<file path="src/sialu_pkg.sv">
`timescale 1ns / 1ps

package sialu_pkg;

	// Operand and result width.
	localparam int unsigned DW = 64;
	// One quotient bit is resolved in each divider stage.
	localparam int unsigned DIV_STAGES = DW;
	// Half width used to split the multiply into partial products.
	localparam int unsigned HW = DW / 2;

	// Command codes; the remaining codes give a zero result.
	typedef enum logic [2:0] {
		CMD_ADD = 3'd0,
		CMD_SUB = 3'd1,
		CMD_MUL = 3'd2,
		CMD_DIV = 3'd3
	} cmd_t;

	// Information that rides along with every request through the divider.
	typedef struct packed {
		cmd_t            cmd;
		logic            neg;
		logic            dz;
		logic [DW-1:0]   res;
	} side_t;

endpackage

</file>
<file path="src/sialu_div_stage.sv">
`timescale 1ns / 1ps

module sialu_div_stage import sialu_pkg::*; (
	input  logic          clk,
	input  logic          arst_n,
	input  logic          en,
	input  logic          v_in,
	input  side_t         side_in,
	input  logic [DW-1:0] rem_in,
	input  logic [DW-1:0] quo_in,
	input  logic [DW-1:0] den_in,
	output logic          v_out,
	output side_t         side_out,
	output logic [DW-1:0] rem_out,
	output logic [DW-1:0] quo_out,
	output logic [DW-1:0] den_out
);

	logic          v_s1;
	side_t         side_s1;
	logic [DW-1:0] rem_s1;
	logic [DW-1:0] quo_s1;
	logic [DW-1:0] den_s1;

	logic [DW:0]   trial;
	logic [DW:0]   diff;
	logic          ge;

	// One restoring step: shift in the next dividend bit and try a subtract.
	assign trial = {rem_in, quo_in[DW-1]};
	assign diff  = trial - {1'b0, den_in};
	assign ge    = !diff[DW];

	always_ff @(posedge clk or negedge arst_n) begin
		if (!arst_n) begin
			v_s1 <= 1'b0;
		end else if (en) begin
			v_s1 <= v_in;
		end
	end

	always_ff @(posedge clk) begin
		if (en) begin
			side_s1 <= side_in;
			rem_s1  <= ge ? diff[DW-1:0] : trial[DW-1:0];
			quo_s1  <= {quo_in[DW-2:0], ge};
			den_s1  <= den_in;
		end
	end

	assign v_out    = v_s1;
	assign side_out = side_s1;
	assign rem_out  = rem_s1;
	assign quo_out  = quo_s1;
	assign den_out  = den_s1;

endmodule

</file>
<file path="config.mk">
export PLATFORM = sky130hd
export DESIGN_NAME = sialu_div_stage
export DESIGN_NICKNAME = d
export VERILOG_FILES = /design/src/sialu_pkg.sv /design/src/sialu_div_stage.sv
export SDC_FILE = /design/constraint.sdc
export NUM_CORES = 1
export LEC_CHECK = 0
export BUFFER_PORTS_ARGS = -buffer_cell sky130_fd_sc_hd__clkbuf_2
export CORE_AREA = 2 2 203 205
export DETAILED_ROUTE_END_ITERATION = 12
export DIE_AREA = 0 0 205 207
export SYNTH_ARGS = -nofsm -noshare
export SYNTH_HDL_FRONTEND = slang
export SYNTH_SLANG_ARGS = --single-unit
</file>
<file path="constraint.sdc">
create_clock -name clk -period 0.9 [get_ports clk]
set_input_delay 0.09 -clock clk [delete_from_list [all_inputs] [get_ports clk]]
set_output_delay 0.09 -clock clk [all_outputs]
set_load 0.03 [all_outputs]
</file>
### Word level (Yosys, flattened, before mapping)

Index checks and enable logic that the tools add are counted.

| storage, ports and cells | value |
|---|---|
| bits in registers | 262 |
| bits in latches | 0 |
| bits in writable memories | 0 |
| ROM bits | 0 |
| input bits | 265 |
| output and inout bits | 262 |
| logic and storage cells | 11 |
| memories kept | 0 |

| cells by class | value |
|---|---|
| add/subtract/negate cells | 1 |
| $mul | 0 |
| divide/modulo/power cells | 0 |
| order comparisons | 0 |
| equal/unequal tests | 0 |
| shift operators | 0 |
| mux-type cells | 1 |
| bitwise logic cells | 0 |
| reductions and logical operators | 1 |

Operators with widths:

| cell | number |
|---|---|
| $sub A65 B64 Y65 | 1 |
| $mux W64 | 1 |
| $logic_not A1 Y1 | 1 |

### Logic depth before layout (Yosys ltp)

Gate-level depths: netlist of the first run.

| logic depth | value |
|---|---|
| depth after elaboration | 2 |
| mapped depth | 17 |
| mapped depth without buffers | 13 |

### Worst setup path after synthesis of the first run

No wires, ideal clock.

| timing path | value |
|---|---|
| kind | in2reg |
| from | in den_in[7] |
| to | reg rem_s1[57], in the netlist rem_out[57], data pin |
| library setup time | 0.260 ns |
| arrival | 2.832 ns |
| required time | 0.640 ns |
| slack | -2.193 ns |
| cell stages on the path | 17 |
| path buffers | 5 |
| path through | inv_1 > ha_1 > buf_2 > a21oi_2 > nor2_1 > o41ai_4 > o22ai_2 > o21ai_2 > a211oi_2 > or3_1 > buf_6 > and3_1 > buf_6 > inv_4 > buf_6 > buf_8 > mux2_4 |

| on the way | value |
|---|---|
| cells in the longest elaborated chain, start to end | 2 |

RTL lines:

| item | RTL line | source |
|---|---|---|
| from (decl) | sialu_div_stage.sv:11 | `input logic [DW-1:0] den_in,` |
| $sub A65 B64 Y65 | sialu_div_stage.sv:31 | `assign diff = trial - {1'b0, den_in};` |
| $mux W64 | sialu_div_stage.sv:45 | `rem_s1 <= ge ? diff[DW-1:0] : trial[DW-1:0];` |
| to (signal assigned) | sialu_div_stage.sv:45 |  |
| to (decl) | sialu_div_stage.sv:21 | `logic [DW-1:0] rem_s1;` |

Every way passes these cells.
A chain may end at the register's enable or synchronous reset.

### Worst setup path after layout of the first run

| timing path | value |
|---|---|
| from | in den_in[31] |
| to | reg rem_s1[35], in the netlist rem_out[35], data pin |

The elaborated chain is that of the path after synthesis.

==> results.sh, run 1 <==
export IMPL_outcome="complete, but fails checks"
export IMPL_violations="negative setup slack"
export IMPL_relSlewSlack=0.5766
export IMPL_fill_cells=2938
export IMPL_final_cell_area_sq_mm=0.02570
export IMPL_leakagePower_nw=11.41
export IMPL_avgSynthCellArea_sq_um=12.73
export IMPL_synth_flop_cell="edfxtp_1"
export IMPL_track_usage=0.2543
export IMPL_synth_edf_count=261
export IMPL_drive_above_1_share=0.4885
export IMPL_place_ws_ps=-2335
export IMPL_initial_core_util=0.3236
export IMPL_syn_nets=1356
export IMPL_grt_max_degree=26
export IMPL_tightestPinTransition_ps=629.2
export IMPL_numCtsBuffers=30
export IMPL_crit_path_max_fanout=7
export IMPL_cts_path_max_buffers=3
export IMPL_synth_warnings=0
export IMPL_switchingPower_w=0.01360
export IMPL_tns_ps=-187380
export IMPL_period_share=2.844
export IMPL_synthCells=1026
export IMPL_yosysSeqAreaShare=0.6019
export IMPL_max_clock_freq_mhz=390.6
export IMPL_cts_tree="yes"
export IMPL_crit_arrival_ps=2870
export IMPL_hold_viol=0
export IMPL_finClkSkew_ps=0
export IMPL_area_growth_pct=96.71
export IMPL_cap_violations=0
export IMPL_rsz0062_at_grt="yes"
export IMPL_worst_setup_path_end_kind="register"
export IMPL_routedWlPerCell_um=21.91
export IMPL_clk_pin_slew_worst_paths_ps=60
export IMPL_seqPwrFrac=0.354
export IMPL_final_common_cell="buf_4"
export IMPL_synth_top_area_frac=0.6000
export IMPL_place_gp_congestion=0.8884
export IMPL_ys_types=76
export IMPL_via_count=13040
export IMPL_io_pins=527
export IMPL_synthArstFlopShare=0.003817
export IMPL_fin_crit_ps=2560
export IMPL_reg2reg_from="v_out"
export IMPL_postPlaceCellArea_sq_mm=0.01853
export IMPL_synthTopCellsByArea="edfxtp_1 60%, ha_1 6.1%, mux2_2 4.3%, a21oi_1 3.0%, inv_1 2.5%"
export IMPL_clock_latency_ps=570
export IMPL_viasPerCell=4.877
export IMPL_r2r_slack_ps=110
export IMPL_critPathLaunchType="primary input"
export IMPL_power_internal_w=0.03090
export IMPL_worst_r2r_cell_count=1
export IMPL_setup_violations_final=327
export IMPL_critPathRequiredTime_ps=1210
export IMPL_clock_sinks=262
export IMPL_finish_utilization=0.6365
export IMPL_dpl_hpwl_um=38660
export IMPL_die_x_um=205
export IMPL_antenna_found_initial=5
export IMPL_drt_initial_drc_count=740
export IMPL_port_buffer_count=526
export IMPL_fp_coreArea_sq_mm=0.04037
export IMPL_cts_root_buf="clkbuf_16"
export IMPL_power_density_mw_per_mm2=1732
export IMPL_synth_largest_area_cell="edfxtp_1"
export IMPL_die_height_um=207
export IMPL_dr_pass1_iters=5
export IMPL_power_total_w=0.04449
export IMPL_min_to="rem_out[1]"
export IMPL_min_from="rem_in[0]"
export IMPL_final_nets=2445
export IMPL_r2r_end="v_out"
export IMPL_swShare=0.3056
export IMPL_worst_hold_path_num_cells=4
export IMPL_antenna_left=0
export IMPL_mostFrequentLayoutCells="282 x buf_4, 261 x edfxtp_1, 258 x dlygate4sd3_1, 255 x clkbuf_2, 158 x clkbuf_8"
export IMPL_drc=0
export IMPL_rows=74
export IMPL_setup_ws_ps=-1660
export IMPL_wl_um=58570
export IMPL_p_clk_frac=0.301
export IMPL_dieArea_sq_mm=0.04244
export IMPL_grt_pass1_wl_um=82580
export IMPL_first_global_vias=13860
export IMPL_min_path_type="primary input to register"
export IMPL_syn_area_sq_mm=0.01306
export IMPL_crit_type="primary input to register"
export IMPL_globalRoute_totalOverflow=0
export IMPL_power_frac_comb=0.345
export IMPL_ys_ff_latch=262
export IMPL_htreeDepth=1
export IMPL_ir_worst_vdd_uv=1462
export IMPL_drv_slew=0
==> logic make-up after synthesis <==
family	Yosys count	share of synthesized area
AOI/OAI and AO/OA	240	0.1202
buffers and inverters	123	0.04004
adders and majority gates	65	0.06284
xor gates and xnor gates	54	0.03621
muxes	60	0.05115
and+or+nand+nor	222	0.08764
DFF	262	0.6019
==> cell type report <==
cell class              count  area (sq um)  area share
diodes                      2         5.005   0.0001948
clock buffers              38         802.0     0.03121
clock inverters            18         264.0     0.01027
inverters                  88         357.8     0.01393
multi-input cells         641          5416      0.2108
flip-flops and latches    262          7863      0.3060
well taps                 532         665.6     0.02590
repair buffers           1092         10320      0.4017
==> flip-flops by register name (all words and copies together) (netlist names) <==
| name | cells |
|---|---|
| quo_out | 64 |
| side_out | 69 |
| den_out | 64 |
| rem_out | 64 |
| v_out | 1 |
==> worst max path at each step <==
stage / start / cells after the start / to / slack, ps
detailed placement: quo_in[63] / 15 / rem_out[58] / -2330
global placement: den_in[20] / 12 / rem_out[51] / -2270
global route: den_in[31] / 16 / rem_out[35] / -1750
finish: den_in[31] / 16 / rem_out[35] / -1660
CTS: den_in[27] / 15 / rem_out[57] / -1650
floorplan: den_in[9] / 16 / rem_out[57] / -2080
==> routing by layer <==
metal  wire length [um]  up-vias  track usage
li1                   -     6032            -
met1              22080     6303       0.2944
met2              29320      557       0.4497
met3               4699      137      0.05931
met4               2439        6       0.1022
met5                 31        -            0
==> worst max-delay path, cell delays in order <==
cell	delay, ps
clkbuf_2	90
inv_1	40
ha_1	290
buf_4	120
nand2_1	80
o21a_1	250
a211o_1	340
nor2_2	110
o21ai_2	90
a211oi_4	280
or3_4	180
and3_4	220
clkinv_8	100
buf_12	150
buf_16	140
mux2_4	290
==> power groups by stage <==
stage	Clock (W)	Combinational, W	Sequential, W
floorplan	0	0.00362	0.0181
global placement	0	0.0108	0.0156
detailed placement	0	0.0109	0.0156
global route	0.0140	0.0161	0.0158
finish	0.0134	0.0153	0.0158
CTS	0.0135	0.0144	0.0156
==> stage by stage <==
step | hold slack (ps) | std cells
4_1_cts | -275.8 | 2657
6_report | 45.67 | 2673
3_5_place_dp | -132.2 | 2325
3_3_place_gp | -132.5 | 2325
5_1_grt | 51.36 | 2672
2_1_floorplan | -205.6 | 1026
==> Yosys cell counts (all sizes together), types with 3 or more instances <==
cell and n:
nor2 46, nand3 11, or3 4, a211o 4
o21ai 44, xnor2 32, buf 14, mux2 51
inv 88, and4 5, nor4 4, nand4 22
nand2 67, a211oi 7, or2 5, o21bai 13
and3 10, o31ai 6, a31oi 10, o21a 9
edfxtp 261, a21oi 80, ha 64, mux2i 9
a31o 5, and2 3, a21boi 4, nor3 14
nand2b 8, o211ai 5, clkbuf 21, o311ai 3
xor2 22, a21o 32, nor2b 13
==> repair_timing <==
item                                    in CTS  in global routing
hold endpoints to repair                   266                  2
endpoints found under the setup margin     327                467
resized for setup                          579                205
hold buffers                               256                  3
pin swaps                                   40                 39
buffers inserted                            18                  9
cloned                                       5                  4
Note: power is estimated with default switching activity, not from simulation.
==> run 2: changes to the inputs <==
--- a/config.mk
+++ b/config.mk
@@ -5,7 +5,7 @@
 export SDC_FILE = /design/constraint.sdc
 export NUM_CORES = 1
 export LEC_CHECK = 0
-export BUFFER_PORTS_ARGS = -buffer_cell sky130_fd_sc_hd__clkbuf_2
+export BUFFER_PORTS_ARGS = -buffer_cell sky130_fd_sc_hd__buf_4
 export CORE_AREA = 2 2 203 205
 export DETAILED_ROUTE_END_ITERATION = 12
 export DIE_AREA = 0 0 205 207
==> results.sh, run 2 (synthesized netlist as in run 1, its figures left out) <==
export IMPL_outcome="complete, but fails checks"
export IMPL_violations="negative setup slack"
export IMPL_r2r_slack_ps=110
export IMPL_htreeDepth=1
export IMPL_largest_reg_flops=69
export IMPL_grt_max_degree=49
export IMPL_crit_arrival_ps=2910
export IMPL_met1_usage=0.2988
export IMPL_mostFrequentLayoutCells="521 x buf_4, 291 x buf_6, 261 x edfxtp_1, 259 x dlygate4sd3_1, 74 x inv_1"
export IMPL_worst_r2r_cell_count=1
export IMPL_min_from="rem_in[0]"
export IMPL_critPathRequiredTime_ps=1210
export IMPL_final_cells=2673
export IMPL_port_buffer_count=526
export IMPL_rsz0062_at_grt="yes"
export IMPL_relSlewSlack=0.6223
export IMPL_power_frac_comb=0.340
export IMPL_dpl_cell_count=2333
export IMPL_grt_use_met3=0.04956
export IMPL_cts_tree="yes"
export IMPL_busiest_layer="met2"
export IMPL_p_clk_frac=0.303
export IMPL_track_usage=0.2523
export IMPL_finClkSkew_ps=0
export IMPL_die_x_um=205
export IMPL_fill_cells=3009
export IMPL_antenna_found_initial=7
export IMPL_grt_pass1_wl_um=81960
export IMPL_period_share=2.884
export IMPL_fp_coreArea_sq_mm=0.04037
export IMPL_dr_pass1_iters=5
export IMPL_cts_path_max_buffers=3
export IMPL_power_internal_w=0.03064
export IMPL_worstSetupStartpoint="den_in[51]"
export IMPL_r2r_end="v_out"
export IMPL_drive_above_1_share=0.4843
export IMPL_min_path_type="primary input to register"
export IMPL_place_ws_ps=-2392
export IMPL_routedWlPerCell_um=20.84
export IMPL_switchingPower_w=0.01337
export IMPL_io_pins=527
export IMPL_ir_worst_vdd_uv=2258
export IMPL_critPathLaunchType="primary input"
export IMPL_final_nets=2444
export IMPL_leakagePower_nw=11.28
export IMPL_drt_initial_drc_count=680
export IMPL_antenna_left=0
export IMPL_cap_violations=0
export IMPL_crit_path_max_fanout=18
export IMPL_numCtsBuffers=30
export IMPL_wl_um=55700
export IMPL_min_to="rem_out[1]"
export IMPL_fin_crit_ps=2596
export IMPL_place_gp_congestion=0.8602
export IMPL_power_density_mw_per_mm2=1722
export IMPL_viasPerCell=4.831
export IMPL_clk_pin_slew_worst_paths_ps=60
export IMPL_clock_sinks=262
export IMPL_setup_violations_final=409
export IMPL_rows=74
export IMPL_globalRoute_totalOverflow=0
export IMPL_area_growth_pct=95.69
export IMPL_swShare=0.3038
export IMPL_multi_input_area_sq_mm=0.005401
export IMPL_reg2reg_from="v_out"
export IMPL_drc=0
export IMPL_hold_viol=0
export IMPL_cts_root_buf="clkbuf_16"
export IMPL_worst_setup_path_end_kind="register"
export IMPL_first_global_vias=13630
export IMPL_max_clock_freq_mhz=385.3
export IMPL_clock_latency_ps=560
export IMPL_use_met2=0.4557
export IMPL_via_count=12910
export IMPL_register_area_sq_mm=0.007863
export IMPL_tightestPinTransition_ps=560.7
export IMPL_dpl_hpwl_um=39570
export IMPL_setup_ws_ps=-1696
export IMPL_tns_ps=-196170
export IMPL_die_height_um=207
export IMPL_worst_hold_path_num_cells=4
export IMPL_drv_slew=0
export IMPL_seqPwrFrac=0.357
export IMPL_initial_core_util=0.3236
export IMPL_crit_type="primary input to register"
export IMPL_dieArea_sq_mm=0.04244
export IMPL_final_common_cell="buf_4"
run 2: cell types whose count changed in the layout (fill, tap and decap cells not counted), moves of 5 or more:
| cell | before | now |
|---|---|---|
| inv_4 | 1 | 6 |
| buf_6 | 26 | 291 |
| clkinv_2 | 2 | 7 |
| a21oi_2 | 16 | 9 |
| mux2_4 | 23 | 29 |
| a21oi_1 | 60 | 68 |
| mux2_2 | 28 | 22 |
| buf_4 | 282 | 521 |
| clkbuf_2 | 255 | 0 |
| clkbuf_8 | 158 | 0 |
| buf_8 | 86 | 4 |
| clkbuf_16 | 36 | 31 |
run 2: what timing repair did:
item,in CTS,in global routing
endpoints found under the setup margin,327,427
buffers inserted,18,7
pin swaps,29,19
endpoints found under the hold margin,276,8
resized for setup,402,31
gates cloned,3,0
hold buffers,255,5
run 2: worst max path at each step:
stage,slack (ps),endpoint,depth (start not counted)
2_1_floorplan,-2080,rem_out[57],16
3_3_place_gp,-2370,rem_out[63],13
3_5_place_dp,-2390,rem_out[63],12
5_1_grt,-1800,rem_out[31],15
4_1_cts,-1610,rem_out[63],13
6_report,-1700,rem_out[23],15
run 2: metrics by stage:
| step | utilization | hold WS, ps | total power [W] | cell area (sq um) |
|---|---|---|---|---|
| 2_1_floorplan | - | -205.6 | 0.02175 | 13230 |
| 3_3_place_gp | 0.4938 | -133.1 | 0.02756 | 19930 |
| 3_5_place_dp | 0.4938 | -130.8 | 0.02767 | 19930 |
| 4_1_cts | 0.6285 | -324.1 | 0.04387 | 25370 |
| 5_1_grt | 0.6332 | 29.38 | 0.04558 | 25560 |
| 6_report | 0.6332 | 35.01 | 0.04401 | 25560 |
run 2: routing by layer:
| metal | share of wire | up-vias |
|---|---|---|
| li1 | - | 6013 |
| met2 | 0.51 | 461 |
| met1 | 0.39 | 6332 |
| met4 | 0.032 | 4 |
| met3 | 0.065 | 103 |
| met5 | 0.00048 | - |
run 2: final cells by class:
| type | count | area share |
|---|---|---|
| repair buffers | 1091 | 0.3987 |
| flip-flops and latches | 262 | 0.3076 |
| multi-input cells | 641 | 0.2113 |
| clock buffers | 34 | 0.03079 |
| well taps | 532 | 0.02604 |
| inverters | 88 | 0.01449 |
| clock inverters | 21 | 0.01072 |
| diodes | 4 | 0.0003916 |
run 2: power by group through the flow:
stage | logic (W) | clock network [W] | registers (W)
CTS | 0.0147 | 0.0135 | 0.0157
global route | 0.0157 | 0.0140 | 0.0158
floorplan | 0.00362 | 0 | 0.0181
detailed placement | 0.0120 | 0 | 0.0157
finish | 0.0150 | 0.0134 | 0.0157
global placement | 0.0119 | 0 | 0.0156
run 2: critical path: stages:
cell and delay (ps):
buf_4 110, inv_1 100, ha_1 280, a21oi_1 210, o21ai_0 170, a21o_1 200, a21oi_1 140, o21ai_0 110
and3_1 220, buf_4 140, o211ai_1 220, and3_4 280, clkinv_8 100, buf_16 180, mux2_4 320
==> run 3: changes to the inputs <==
--- a/config.mk
+++ b/config.mk
@@ -5,10 +5,11 @@
 export SDC_FILE = /design/constraint.sdc
 export NUM_CORES = 1
 export LEC_CHECK = 0
+export ABC_AREA = 1
 export BUFFER_PORTS_ARGS = -buffer_cell sky130_fd_sc_hd__buf_4
-export CORE_AREA = 2 2 203 205
+export CORE_AREA = 2 2 205 207
 export DETAILED_ROUTE_END_ITERATION = 12
-export DIE_AREA = 0 0 205 207
+export DIE_AREA = 0 0 207 209
 export SYNTH_ARGS = -nofsm -noshare
 export SYNTH_HDL_FRONTEND = slang
 export SYNTH_SLANG_ARGS = --single-unit
==> results.sh, run 3 <==
export IMPL_die_x_um=207
export IMPL_setup_ws_ps=-815.5
export IMPL_avgSynthCellArea_sq_um=8.078
export IMPL_rows=75
export IMPL_synth_warnings=0
export IMPL_grt_max_degree=52
export IMPL_synth_flop_cell="edfxtp_1"
export IMPL_track_usage=0.2858
export IMPL_clock_sinks=262
export IMPL_area_growth_pct=85.93
export IMPL_swShare=0.3273
export IMPL_drc=0
export IMPL_fin_crit_ps=1716
export IMPL_wl_um=65250
export IMPL_switchingPower_w=0.01390
export IMPL_port_buffer_count=526
export IMPL_crit_arrival_ps=2130
export IMPL_yosysSeqAreaShare=0.5202
export IMPL_synth_edf_count=261
export IMPL_io_pins=527
export IMPL_largest_reg_flops=69
export IMPL_cts_path_max_buffers=3
export IMPL_min_path_type="primary input to register"
export IMPL_ys_types=33
export IMPL_dr_pass1_iters=6
export IMPL_place_gp_congestion=0.9525
export IMPL_via_count=16310
export IMPL_syn_nets=2201
export IMPL_synthCells=1871
export IMPL_crit_path_max_fanout=8
export IMPL_violations="negative setup slack"
export IMPL_initial_core_util=0.3661
export IMPL_synth_top_area_frac=0.5185
export IMPL_antenna_found_initial=6
export IMPL_ys_ff_latch=262
export IMPL_final_common_cell="nand2_1"
export IMPL_drv_slew=0
export IMPL_p_clk_frac=0.268
export IMPL_seqPwrFrac=0.364
export IMPL_power_frac_comb=0.367
export IMPL_dpl_hpwl_um=47350
export IMPL_rsz0062_at_grt="yes"
export IMPL_grt_pass1_wl_um=95630
export IMPL_synthTopCellsByArea="edfxtp_1 52%, nand2_1 20%, inv_1 9.7%, ha_1 5.3%, nor2_1 2.5%"
export IMPL_max_clock_freq_mhz=582.9
export IMPL_first_global_vias=16770
export IMPL_routedWlPerCell_um=18.30
export IMPL_leakagePower_nw=14.15
export IMPL_final_nets=3331
export IMPL_tns_ps=-126310
export IMPL_clock_latency_ps=540
export IMPL_synthArstFlopShare=0.003817
export IMPL_synth_cells_most_frequent="793 x nand2_1, 389 x inv_1, 261 x edfxtp_1, 102 x nor2_1, 68 x nand3_1"
export IMPL_outcome="complete, but fails checks"
export IMPL_clk_pin_slew_worst_paths_ps=60
export IMPL_drive_above_1_share=0.3810
export IMPL_crit_type="primary input to register"
export IMPL_power_density_mw_per_mm2=1512
export IMPL_htreeDepth=1
export IMPL_place_ws_ps=-1504
export IMPL_mostFrequentLayoutCells="698 x nand2_1, 563 x buf_4, 379 x inv_1, 264 x dlygate4sd3_1, 264 x buf_6"
export IMPL_syn_area_sq_mm=0.01511
export IMPL_setup_violations_final=327
export IMPL_critPathRequiredTime_ps=1320
export IMPL_synth_largest_area_cell="edfxtp_1"
export IMPL_critPathLaunchType="primary input"
export IMPL_period_share=1.906
export IMPL_worst_setup_path_end_kind="register"
export IMPL_cts_root_buf="clkbuf_16"
export IMPL_cts_tree="yes"
export IMPL_power_internal_w=0.02857
export IMPL_dieArea_sq_mm=0.04326
export IMPL_ir_worst_vdd_uv=1328
export IMPL_antenna_left=0
export IMPL_drt_initial_drc_count=945
export IMPL_synth_most_common_cell="nand2_1"
export IMPL_die_height_um=209
export IMPL_hold_viol=0
export IMPL_cap_violations=0
export IMPL_hold_ws_ps=31.55
export IMPL_numCtsBuffers=29
export IMPL_finClkSkew_ps=0
export IMPL_viasPerCell=4.575
export IMPL_relSlewSlack=0.7792
export IMPL_globalRoute_totalOverflow=0
export IMPL_tightestPinTransition_ps=328.2
export IMPL_power_total_w=0.04248
export IMPL_fp_coreArea_sq_mm=0.04129
==> run 3: cell types whose count changed in the layout (fill, tap and decap cells not counted), sizes merged, moves of 28 or more <==
cell	before	now
a21o	32	0
a21oi	80	52
inv	89	393
mux2	51	1
nand2	67	824
nand3	11	68
nor2	46	110
o21ai	44	4
xnor2	32	1
==> run 3: worst paths after layout <==
check,start,endpoint,slack (ps),depth (start not counted)
min in group asynchronous,arst_n,v_out,410,3
worst min-delay path,den_in[0],rem_out[0],30,5
worst min register to register,v_out,v_out,560,1
max in group asynchronous,arst_n,v_out,380,3
worst max-delay path,quo_in[63],rem_out[53],-820,20
worst max register to register,v_out,v_out,120,1
==> run 3: repair_timing <==
action,CTS,global route
endpoints found under the setup margin,327,327
setup buffers,16,2
pin swaps,18,17
hold buffers,264,0
gates resized for setup,457,61
cloned,3,6
endpoints found under the hold margin,263,0
==> run 3: critical path, stage by stage <==
cell,delay (ps)
buf_8,90
inv_8,30
ha_4,150
fa_2,370
inv_2,70
nand2_1,50
nand2_1,80
nand3_2,70
nand2_2,90
nand2_2,60
nand2_2,70
nand2_2,60
nand2_4,80
nand2_4,80
nand2_2,120
nand2_4,90
nand2_8,150
buf_12,180
nand2_1,80
nand2_1,60
==> run 3: kinds of logic after synthesis <==
family / after synthesis / share of synthesized area
AO/OA/AOI/OAI: 64 / 0.02252
XOR/XNOR: 31 / 0.01796
adder cells (fa/ha/maj): 65 / 0.05430
buffers and inverters: 407 / 0.1070
flip-flops: 262 / 0.5202
multiplexers: 1 / 0.0007450
AND/OR/NAND/NOR: 1041 / 0.2772
==> run 3: power groups by stage <==
stage | clock [W] | sequential [W] | combinational (W)
6_report | 0.0114 | 0.0155 | 0.0156
3_3_place_gp | 0 | 0.0154 | 0.0122
5_1_grt | 0.0120 | 0.0156 | 0.0166
3_5_place_dp | 0 | 0.0154 | 0.0123
4_1_cts | 0.0115 | 0.0154 | 0.0149
2_1_floorplan | 0 | 0.0178 | 0.00384
==> run 3: layout make-up <==
class / instances / area [sq um]
Clock buffer: 34 / 744.5
Sequential cell: 262 / 7863
Antenna cell: 5 / 12.51
Tap cell: 539 / 674.4
Fill cell: 3266 / 13190
Inverter: 394 / 1486
Timing Repair Buffer: 1111 / 10270
Clock inverter: 17 / 141.4
Multi-Input combinational cell: 1203 / 6905
==> run 3: per-layer routing <==
metal,part of all wire,wire [um],vias to the layer above,global-route usage
li1,-,-,8065,-
met3,0.060,3911,111,0.05906
met1,0.41,26660,7631,0.3470
met5,0.00020,13,-,0
met2,0.50,32660,501,0.5078
met4,0.031,1998,2,0.08941
==> run 3: metrics by stage <==
step / std cells / util / instance area (sq um)
3_5_place_dp: 3218 / 0.5321 / 21970
6_report: 3565 / 0.6806 / 28100
5_1_grt: 3565 / 0.6806 / 28100
2_1_floorplan: 1871 / - / 15150
3_3_place_gp: 3218 / 0.5321 / 21970
4_1_cts: 3552 / 0.6707 / 27690
